## src/rtl/core/rgbhsv_pkg.sv

```systemverilog
package rgbhsv_pkg;

    // Field widths
    localparam int CH_W  = 8;
    localparam int SUM_W = 9;
    localparam int HUE_W = 15;

    // Fixed-point scales
    localparam int FULL_SCALE        = 255;
    localparam int HUE_STEPS_PER_DEG = 64;
    localparam int HUE_SECTOR_SCALE  = 60 * HUE_STEPS_PER_DEG;

    // Hue is forced to zero when 120*range < 255, i.e. range below this
    localparam int GREY_RNG_LIMIT = 3;

    // Sector offsets in 1/64 degree
    localparam logic [HUE_W-1:0] HUE_BASE_0   = HUE_W'(0);
    localparam logic [HUE_W-1:0] HUE_BASE_120 = HUE_W'(120 * HUE_STEPS_PER_DEG);
    localparam logic [HUE_W-1:0] HUE_BASE_240 = HUE_W'(240 * HUE_STEPS_PER_DEG);
    localparam logic [HUE_W-1:0] HUE_BASE_360 = HUE_W'(360 * HUE_STEPS_PER_DEG);

    // Divider geometry: hue quotient reaches 3840, so 12 quotient bits
    localparam int DIV_QUOT_W = 12;
    localparam int HUE_DVD_W  = 20;
    localparam int SAT_DVD_W  = 16;

    // Pipeline: front end, operand prep, divider stages, output register
    localparam int DIV_FIRST  = 2;
    localparam int NUM_STAGES = DIV_QUOT_W + 3;

    // Side data carried alongside the dividers
    typedef struct packed {
        logic [CH_W-1:0]  value;
        logic [SUM_W-1:0] sum;
        logic [HUE_W-1:0] base;
        logic             neg;
        logic             grey;
        logic             mx_zero;
        logic             rng_zero;
    } side_t;

endpackage

```

## src/rtl/core/rgbhsv_div.sv

```systemverilog
// Pipelined restoring divider, one quotient bit per stage, MSB first.
// The quotient must fit in QUOT_W bits; a zero divisor gives a junk result.
module rgbhsv_div
    import rgbhsv_pkg::*;
#(
    parameter int DVD_W  = HUE_DVD_W,
    parameter int DVS_W  = CH_W,
    parameter int QUOT_W = DIV_QUOT_W
) (
    input  logic              aclk,
    input  logic [QUOT_W-1:0] en,
    input  logic [DVD_W-1:0]  dividend,
    input  logic [DVS_W-1:0]  divisor,
    output logic [QUOT_W-1:0] quotient
);

    localparam int WORK_W = (DVD_W > DVS_W + QUOT_W - 1) ? DVD_W : DVS_W + QUOT_W - 1;

    logic [WORK_W-1:0] rem_reg [QUOT_W-1];
    logic [DVS_W-1:0]  dvs_reg [QUOT_W-1];
    logic [QUOT_W-1:0] quo_reg [QUOT_W];

    for (genvar k = 0; k < QUOT_W; k++) begin : g_stage
        logic [WORK_W-1:0] rem_in;
        logic [DVS_W-1:0]  dvs_in;
        logic [QUOT_W-1:0] quo_in;
        logic [WORK_W-1:0] trial;
        logic              fits;
        logic [QUOT_W-1:0] quo_next;

        // Select stage input: ports for the first stage, previous stage otherwise
        if (k == 0) begin : g_first
            assign rem_in = WORK_W'(dividend);
            assign dvs_in = divisor;
            assign quo_in = '0;
        end else begin : g_rest
            assign rem_in = rem_reg[k-1];
            assign dvs_in = dvs_reg[k-1];
            assign quo_in = quo_reg[k-1];
        end

        // Try subtracting the divisor aligned to this quotient bit
        assign trial    = WORK_W'(dvs_in) << (QUOT_W - 1 - k);
        assign fits     = (rem_in >= trial);
        assign quo_next = quo_in | (fits ? (QUOT_W'(1) << (QUOT_W - 1 - k)) : '0);

        always_ff @(posedge aclk) begin
            if (en[k]) begin
                quo_reg[k] <= quo_next;
            end
        end

        // Last stage keeps only the quotient
        if (k < QUOT_W - 1) begin : g_keep
            logic [WORK_W-1:0] rem_next;

            assign rem_next = fits ? (rem_in - trial) : rem_in;

            always_ff @(posedge aclk) begin
                if (en[k]) begin
                    rem_reg[k] <= rem_next;
                    dvs_reg[k] <= dvs_in;
                end
            end
        end
    end

    assign quotient = quo_reg[QUOT_W-1];

endmodule

```

## src/rtl/core/rgb_to_hsv_hsl_converter.sv

```systemverilog
// RGB to HSV/HSL pixel converter. Takes one 8-bit RGB pixel per clock
// while s_ready is high and returns hue (1/64 degree, floored), HSV value
// and saturation, and HSL lightness (as max+min) and saturation, all
// scaled so 255 means 1.0. The pipeline is the 12-stage restoring dividers
// (one quotient bit per stage) plus a front-end compare stage, an operand
// stage and the output register. Each stage advances whenever its
// successor can take its data, so bubbles close up and the input keeps
// accepting while a result waits on m_ready until every stage is full.
// No state is kept between pixels.
module rgb_to_hsv_hsl_converter
    import rgbhsv_pkg::*;
(
    input  logic             aclk,
    input  logic             aresetn,
    input  logic             s_valid,
    output logic             s_ready,
    input  logic [CH_W-1:0]  s_red,
    input  logic [CH_W-1:0]  s_green,
    input  logic [CH_W-1:0]  s_blue,
    output logic             m_valid,
    input  logic             m_ready,
    output logic [HUE_W-1:0] m_hue,
    output logic [CH_W-1:0]  m_value,
    output logic [CH_W-1:0]  m_hsv_saturation,
    output logic [SUM_W-1:0] m_lightness_x2,
    output logic [CH_W-1:0]  m_hsl_saturation
);

    localparam int LAST = NUM_STAGES - 1;

    // ------------------------------------------------------------------
    // Pipeline control: valid per stage, advance when downstream frees up
    // ------------------------------------------------------------------
    logic [NUM_STAGES-1:0] valid_reg;
    logic [NUM_STAGES-1:0] stage_en;

    always_comb begin
        stage_en[LAST] = !valid_reg[LAST] || m_ready;
        for (int i = LAST - 1; i >= 0; i--) begin
            stage_en[i] = !valid_reg[i] || stage_en[i+1];
        end
    end

    always_ff @(posedge aclk) begin
        if (!aresetn) begin
            valid_reg <= '0;
        end else begin
            if (stage_en[0]) begin
                valid_reg[0] <= s_valid;
            end
            for (int i = 1; i < NUM_STAGES; i++) begin
                if (stage_en[i]) begin
                    valid_reg[i] <= valid_reg[i-1];
                end
            end
        end
    end

    assign s_ready = stage_en[0];
    assign m_valid = valid_reg[LAST];

    // ------------------------------------------------------------------
    // Stage 0: max, min, hue sector and signed channel difference
    // ------------------------------------------------------------------
    logic [CH_W-1:0]        s0_mx_next, s0_mn_next;
    logic [HUE_W-1:0]       s0_base_next;
    logic signed [CH_W:0]   s0_d_next;
    logic [CH_W-1:0]        s0_mx_reg, s0_mn_reg;
    logic [HUE_W-1:0]       s0_base_reg;
    logic signed [CH_W:0]   s0_d_reg;
    logic signed [CH_W:0]   r_s, g_s, b_s;

    assign r_s = $signed({1'b0, s_red});
    assign g_s = $signed({1'b0, s_green});
    assign b_s = $signed({1'b0, s_blue});

    always_comb begin
        s0_mx_next = s_red;
        if (s_green > s0_mx_next) s0_mx_next = s_green;
        if (s_blue > s0_mx_next)  s0_mx_next = s_blue;
        s0_mn_next = s_red;
        if (s_green < s0_mn_next) s0_mn_next = s_green;
        if (s_blue < s0_mn_next)  s0_mn_next = s_blue;

        // Pick sector in priority order
        if (s_green >= s_blue && s_red >= s_green) begin
            s0_base_next = HUE_BASE_0;
            s0_d_next    = g_s - b_s;
        end else if (s_green < s_blue && s_red >= s_blue) begin
            s0_base_next = HUE_BASE_360;
            s0_d_next    = g_s - b_s;
        end else if (s_green >= s_blue && s_green >= s_red) begin
            s0_base_next = HUE_BASE_120;
            s0_d_next    = b_s - r_s;
        end else begin
            s0_base_next = HUE_BASE_240;
            s0_d_next    = r_s - g_s;
        end
    end

    always_ff @(posedge aclk) begin
        if (stage_en[0]) begin
            s0_mx_reg   <= s0_mx_next;
            s0_mn_reg   <= s0_mn_next;
            s0_base_reg <= s0_base_next;
            s0_d_reg    <= s0_d_next;
        end
    end

    // ------------------------------------------------------------------
    // Stage 1: range, sum, dividends and divisors, special-case flags
    // ------------------------------------------------------------------
    logic [CH_W-1:0]      rng;
    logic [SUM_W-1:0]     sum;
    logic                 neg;
    logic [CH_W-1:0]      mag;
    logic [SUM_W-1:0]     sum_flip;
    logic [HUE_DVD_W-1:0] s1_hue_dvd_next, s1_hue_dvd_reg;
    logic [SAT_DVD_W-1:0] s1_sat_dvd_next, s1_sat_dvd_reg;
    logic [CH_W-1:0]      s1_hsl_den_next, s1_hsl_den_reg;
    logic [CH_W-1:0]      s1_rng_reg;
    side_t                s1_side_next, s1_side_reg;

    assign rng      = s0_mx_reg - s0_mn_reg;
    assign sum      = SUM_W'(s0_mx_reg) + SUM_W'(s0_mn_reg);
    assign neg      = s0_d_reg[CH_W];
    assign mag      = neg ? CH_W'(-s0_d_reg) : s0_d_reg[CH_W-1:0];
    assign sum_flip = SUM_W'(2 * FULL_SCALE) - sum;

    always_comb begin
        // Negative difference rounds toward minus infinity: bias by rng-1
        s1_hue_dvd_next = HUE_DVD_W'(mag) * HUE_DVD_W'(HUE_SECTOR_SCALE);
        if (neg) begin
            s1_hue_dvd_next = s1_hue_dvd_next + HUE_DVD_W'(rng) - HUE_DVD_W'(1);
        end
        s1_sat_dvd_next = SAT_DVD_W'(rng) * SAT_DVD_W'(FULL_SCALE);
        s1_hsl_den_next = (sum > SUM_W'(FULL_SCALE)) ? sum_flip[CH_W-1:0] : sum[CH_W-1:0];

        s1_side_next.value    = s0_mx_reg;
        s1_side_next.sum      = sum;
        s1_side_next.base     = s0_base_reg;
        s1_side_next.neg      = neg;
        s1_side_next.grey     = (rng < CH_W'(GREY_RNG_LIMIT));
        s1_side_next.mx_zero  = (s0_mx_reg == '0);
        s1_side_next.rng_zero = (rng == '0);
    end

    always_ff @(posedge aclk) begin
        if (stage_en[1]) begin
            s1_hue_dvd_reg <= s1_hue_dvd_next;
            s1_sat_dvd_reg <= s1_sat_dvd_next;
            s1_hsl_den_reg <= s1_hsl_den_next;
            s1_rng_reg     <= rng;
            s1_side_reg    <= s1_side_next;
        end
    end

    // ------------------------------------------------------------------
    // Divider stages: three dividers in lockstep, side data alongside
    // ------------------------------------------------------------------
    logic [DIV_QUOT_W-1:0] div_en;
    logic [DIV_QUOT_W-1:0] hue_q, hsv_q, hsl_q;
    side_t                 side_reg [DIV_QUOT_W];

    assign div_en = stage_en[DIV_FIRST +: DIV_QUOT_W];

    rgbhsv_div #(
        .DVD_W  (HUE_DVD_W),
        .DVS_W  (CH_W),
        .QUOT_W (DIV_QUOT_W)
    ) u_hue_div (
        .aclk     (aclk),
        .en       (div_en),
        .dividend (s1_hue_dvd_reg),
        .divisor  (s1_rng_reg),
        .quotient (hue_q)
    );

    rgbhsv_div #(
        .DVD_W  (SAT_DVD_W),
        .DVS_W  (CH_W),
        .QUOT_W (DIV_QUOT_W)
    ) u_hsv_div (
        .aclk     (aclk),
        .en       (div_en),
        .dividend (s1_sat_dvd_reg),
        .divisor  (s1_side_reg.value),
        .quotient (hsv_q)
    );

    rgbhsv_div #(
        .DVD_W  (SAT_DVD_W),
        .DVS_W  (CH_W),
        .QUOT_W (DIV_QUOT_W)
    ) u_hsl_div (
        .aclk     (aclk),
        .en       (div_en),
        .dividend (s1_sat_dvd_reg),
        .divisor  (s1_hsl_den_reg),
        .quotient (hsl_q)
    );

    always_ff @(posedge aclk) begin
        if (div_en[0]) begin
            side_reg[0] <= s1_side_reg;
        end
        for (int k = 1; k < DIV_QUOT_W; k++) begin
            if (div_en[k]) begin
                side_reg[k] <= side_reg[k-1];
            end
        end
    end

    // ------------------------------------------------------------------
    // Output stage: apply sector offset and special cases
    // ------------------------------------------------------------------
    side_t            side_out;
    logic [HUE_W-1:0] hue_next;
    logic [HUE_W-1:0] hue_reg;
    logic [CH_W-1:0]  value_reg, hsv_sat_reg, hsl_sat_reg;
    logic [SUM_W-1:0] light_reg;

    assign side_out = side_reg[DIV_QUOT_W-1];

    always_comb begin
        if (side_out.grey) begin
            hue_next = '0;
        end else if (side_out.neg) begin
            hue_next = side_out.base - HUE_W'(hue_q);
        end else begin
            hue_next = side_out.base + HUE_W'(hue_q);
        end
    end

    always_ff @(posedge aclk) begin
        if (stage_en[LAST]) begin
            hue_reg     <= hue_next;
            value_reg   <= side_out.value;
            light_reg   <= side_out.sum;
            hsv_sat_reg <= side_out.mx_zero ? '0 : hsv_q[CH_W-1:0];
            hsl_sat_reg <= side_out.rng_zero ? '0 : hsl_q[CH_W-1:0];
        end
    end

    assign m_hue            = hue_reg;
    assign m_value          = value_reg;
    assign m_hsv_saturation = hsv_sat_reg;
    assign m_lightness_x2   = light_reg;
    assign m_hsl_saturation = hsl_sat_reg;

    // ------------------------------------------------------------------
    // Assertions
    // ------------------------------------------------------------------
    // Input backpressure only when every stage holds a pixel
    a_full_when_blocked: assert property (@(posedge aclk) disable iff (!aresetn)
        !s_ready |-> (&valid_reg))
        else $error("input stalled with a bubble in the pipeline");

    // A colored hue implies both saturations are nonzero
    a_hue_needs_sat: assert property (@(posedge aclk) disable iff (!aresetn)
        (m_valid && m_hue != '0) |-> (m_hsv_saturation != '0 && m_hsl_saturation != '0))
        else $error("nonzero hue with zero saturation");

    // Hue stays below a full turn
    a_hue_range: assert property (@(posedge aclk) disable iff (!aresetn)
        m_valid |-> (m_hue < HUE_BASE_360))
        else $error("hue out of range");

    // Lightness sum lies between value and twice value
    a_light_bounds: assert property (@(posedge aclk) disable iff (!aresetn)
        m_valid |-> (m_lightness_x2 >= SUM_W'(m_value)
                     && m_lightness_x2 <= (SUM_W'(m_value) << 1)))
        else $error("lightness inconsistent with value");

endmodule
```

## config.mk

```make
export PLATFORM = sky130hd
export DESIGN_NAME = rgb_to_hsv_hsl_converter
export DESIGN_NICKNAME = d
export VERILOG_FILES = /design/src/rtl/core/rgbhsv_pkg.sv /design/src/rtl/core/rgbhsv_div.sv /design/src/rtl/core/rgb_to_hsv_hsl_converter.sv
export SDC_FILE = /design/constraint.sdc
export NUM_CORES = 2
export LEC_CHECK = 0
export ABC_CLOCK_PERIOD_IN_PS = 7700
export BUFFER_PORTS_ARGS = -buffer_cell sky130_fd_sc_hd__buf_2
export CORE_ASPECT_RATIO = 1.1
export CORE_UTILIZATION = 60
export DETAILED_ROUTE_END_ITERATION = 10
export GPL_TIMING_DRIVEN = 0
export PLACE_DENSITY = 0.75
export SKIP_CTS_REPAIR_TIMING = 1
export SYNTH_ARGS = -nofsm -noshare
export SYNTH_HDL_FRONTEND = slang
export SYNTH_HIERARCHICAL = 1
export SYNTH_SLANG_ARGS = --single-unit
```

## constraint.sdc

```tcl
create_clock -name aclk -period 7.7 [get_ports aclk]
set_input_delay 0 -clock aclk [delete_from_list [all_inputs] [get_ports aclk]]
set_output_delay 0 -clock aclk [all_outputs]
set_load 0.05 [all_outputs]
```

==> results.toml <==
[timing]
fmax_ghz = 0.147
timing.hold.ws_ns = 0.0441
setup_tns_ns = 0
slew_viol_final = 0
finalHoldViolCount = 0
grt_setup_unrepaired = "no"
fin_crit_ns = 6.79
final.period_utilization_pct = 88.1
tightest_slew_ns = 1.39
relSlewSlack_pct = 6.49
clock_skew_ns = 0.0239
finalSetupViolCount = 0

[die]
dieWidth_um = 334
core_sq_um = 120000
die_area_sq_um = 123000
ios = 78
initial_core_util_pct = 60.7
fp.dieH_um = 367
num_rows = 133

[placed_design]
place.detailed.hpwl_um = 97000
placedCellCount = 7062
gp_routability_congestion = 0.952
port_buffers = 77

[routing]
drt-wirelength-per-cell_um = 17.8
ant_nets = 0
drt_iter0_markers = 2450
finalWirelength_um = 131000
num_vias = 41700
viasPerCell = 5.65
post-route-drc-count = 0
dr.pass1.iters = 8

[worst_hold_path]
hold_depth = 3
min_path_type = "in2reg"
hp-start = "s_green[7]"
holdPathEnd = "s0_base_reg[12]"

[global_routing]
antenna_found_initial = 1
grt_use_total_pct = 21.6
use_met1_pct = 25.0
gr-usage-met3_pct = 3.31
grt_pass1_vias = 41700
grt_pass1_wl_um = 211000
overflow = 0
met2_usage_pct = 38.7
grt_start_max_net_pins = 105
top_usage_layer = "met2"

[logic_synthesis]
mappedNetlistArea_sq_um = 72800
ys_warn_count = 6
avgSynthCellArea_sq_um = 13.4
postSynthCellCount = 5417
syn_nets = 5927

[layout]
final-instance-count-excl-fill = 7378
nets = 6214
final_common_cell = "edfxtp_1"
drive_gt1_share_pct = 8.65
area_growth_pct = 11.2
final_cell_mix = "edfxtp_1, inv_1, ha_1"
diodes = 0
final_util_pct = 67.5
largest_reg_flops = 312

[clock_network]
cts.htree.levels = 4
clock_sinks = 1532
cts_root_buf = "clkbuf_16"
cts_buffers = 150
clkSlewWorstSetupHoldPaths_ns = 0.06
clockBufferDepth = 3
clk_latency_ns = 0.77
cts_tree = "built"

[worst_setup_path]
critPathArrivalTime_ns = 7.30
worstPathRequired_ns = 8.21
r2r_cells = 22
regToRegStartpoint = "s0_mx_reg[0]"
critPathKind = "reg2reg"
crit_path_max_fanout = 9
r2r-end = "s1_sat_dvd_reg[15]"
cp-end-kind = "register"
rrSetupSlack_ns = 0.91
startpoint_type = "register"

[status]
outcome = "complete, no violations"

[flow_run]
cap_viol_max_count = 0
-- per-stage QoR --
| step | setup slack, ns | cell area, sq um |
|---|---|---|
| after floorplan | 2.06 | 72800 |
| after global placement | 0.896 | 75100 |
| after detailed placement | 0.882 | 75600 |
| after CTS | 0.838 | 80500 |
| after global routing | 0.593 | 80900 |
| final | 0.914 | 80900 |
-- metal layers --
layer,share of wire (%),vias to the layer above
met1,41,19800
met2,51,829
met5,0,-
met3,3.3,314
met4,5.1,0
li1,-,20700
-- critical path, stage by stage, from the launching register on --
cell	delay [ns]
edfxtp_1	0.51
inv_1	0.09
ha_1	0.22
inv_1	0.07
fa_1	0.24
a211oi_1	0.11
o21bai_1	0.15
a21oi_1	0.09
xnor2_1	1.08
inv_1	0.40
ha_1	0.40
ha_1	0.29
inv_1	0.06
fa_1	0.48
fa_1	0.53
fa_1	0.55
inv_1	0.04
ha_1	0.35
a21o_1	0.20
a31o_2	0.23
nand4_1	0.13
a31oi_1	0.13
xnor2_1	0.15
-- area by class of cell --
cell class,count,area (sq um)
clock inverter,86,865
buffer,64,298
fill,8245,38900
sequential,1532,45900
timing repair buffer,135,1220
inverter,535,2030
multi-input combinational,3286,24700
clock buffer,188,4030
tap,1552,1940
-- how the worst max path moves through the flow --
stage	startpoint	to	slack, ns
after CTS	s0_mx_reg[0]	s1_sat_dvd_reg[15]	0.84
after global routing	s0_mx_reg[0]	s1_sat_dvd_reg[12]	0.59
after global placement	s0_mx_reg[0]	s1_sat_dvd_reg[14]	0.90
final	s0_mx_reg[0]	s1_sat_dvd_reg[15]	0.91
after floorplan	valid_reg[14]	side_reg[0][36]	2.06
after detailed placement	s0_mx_reg[0]	s1_sat_dvd_reg[15]	0.88
Power is left out: the tool's default activity adds up to more than one toggle a clock period on the data nets, which glitch-free logic cannot reach.
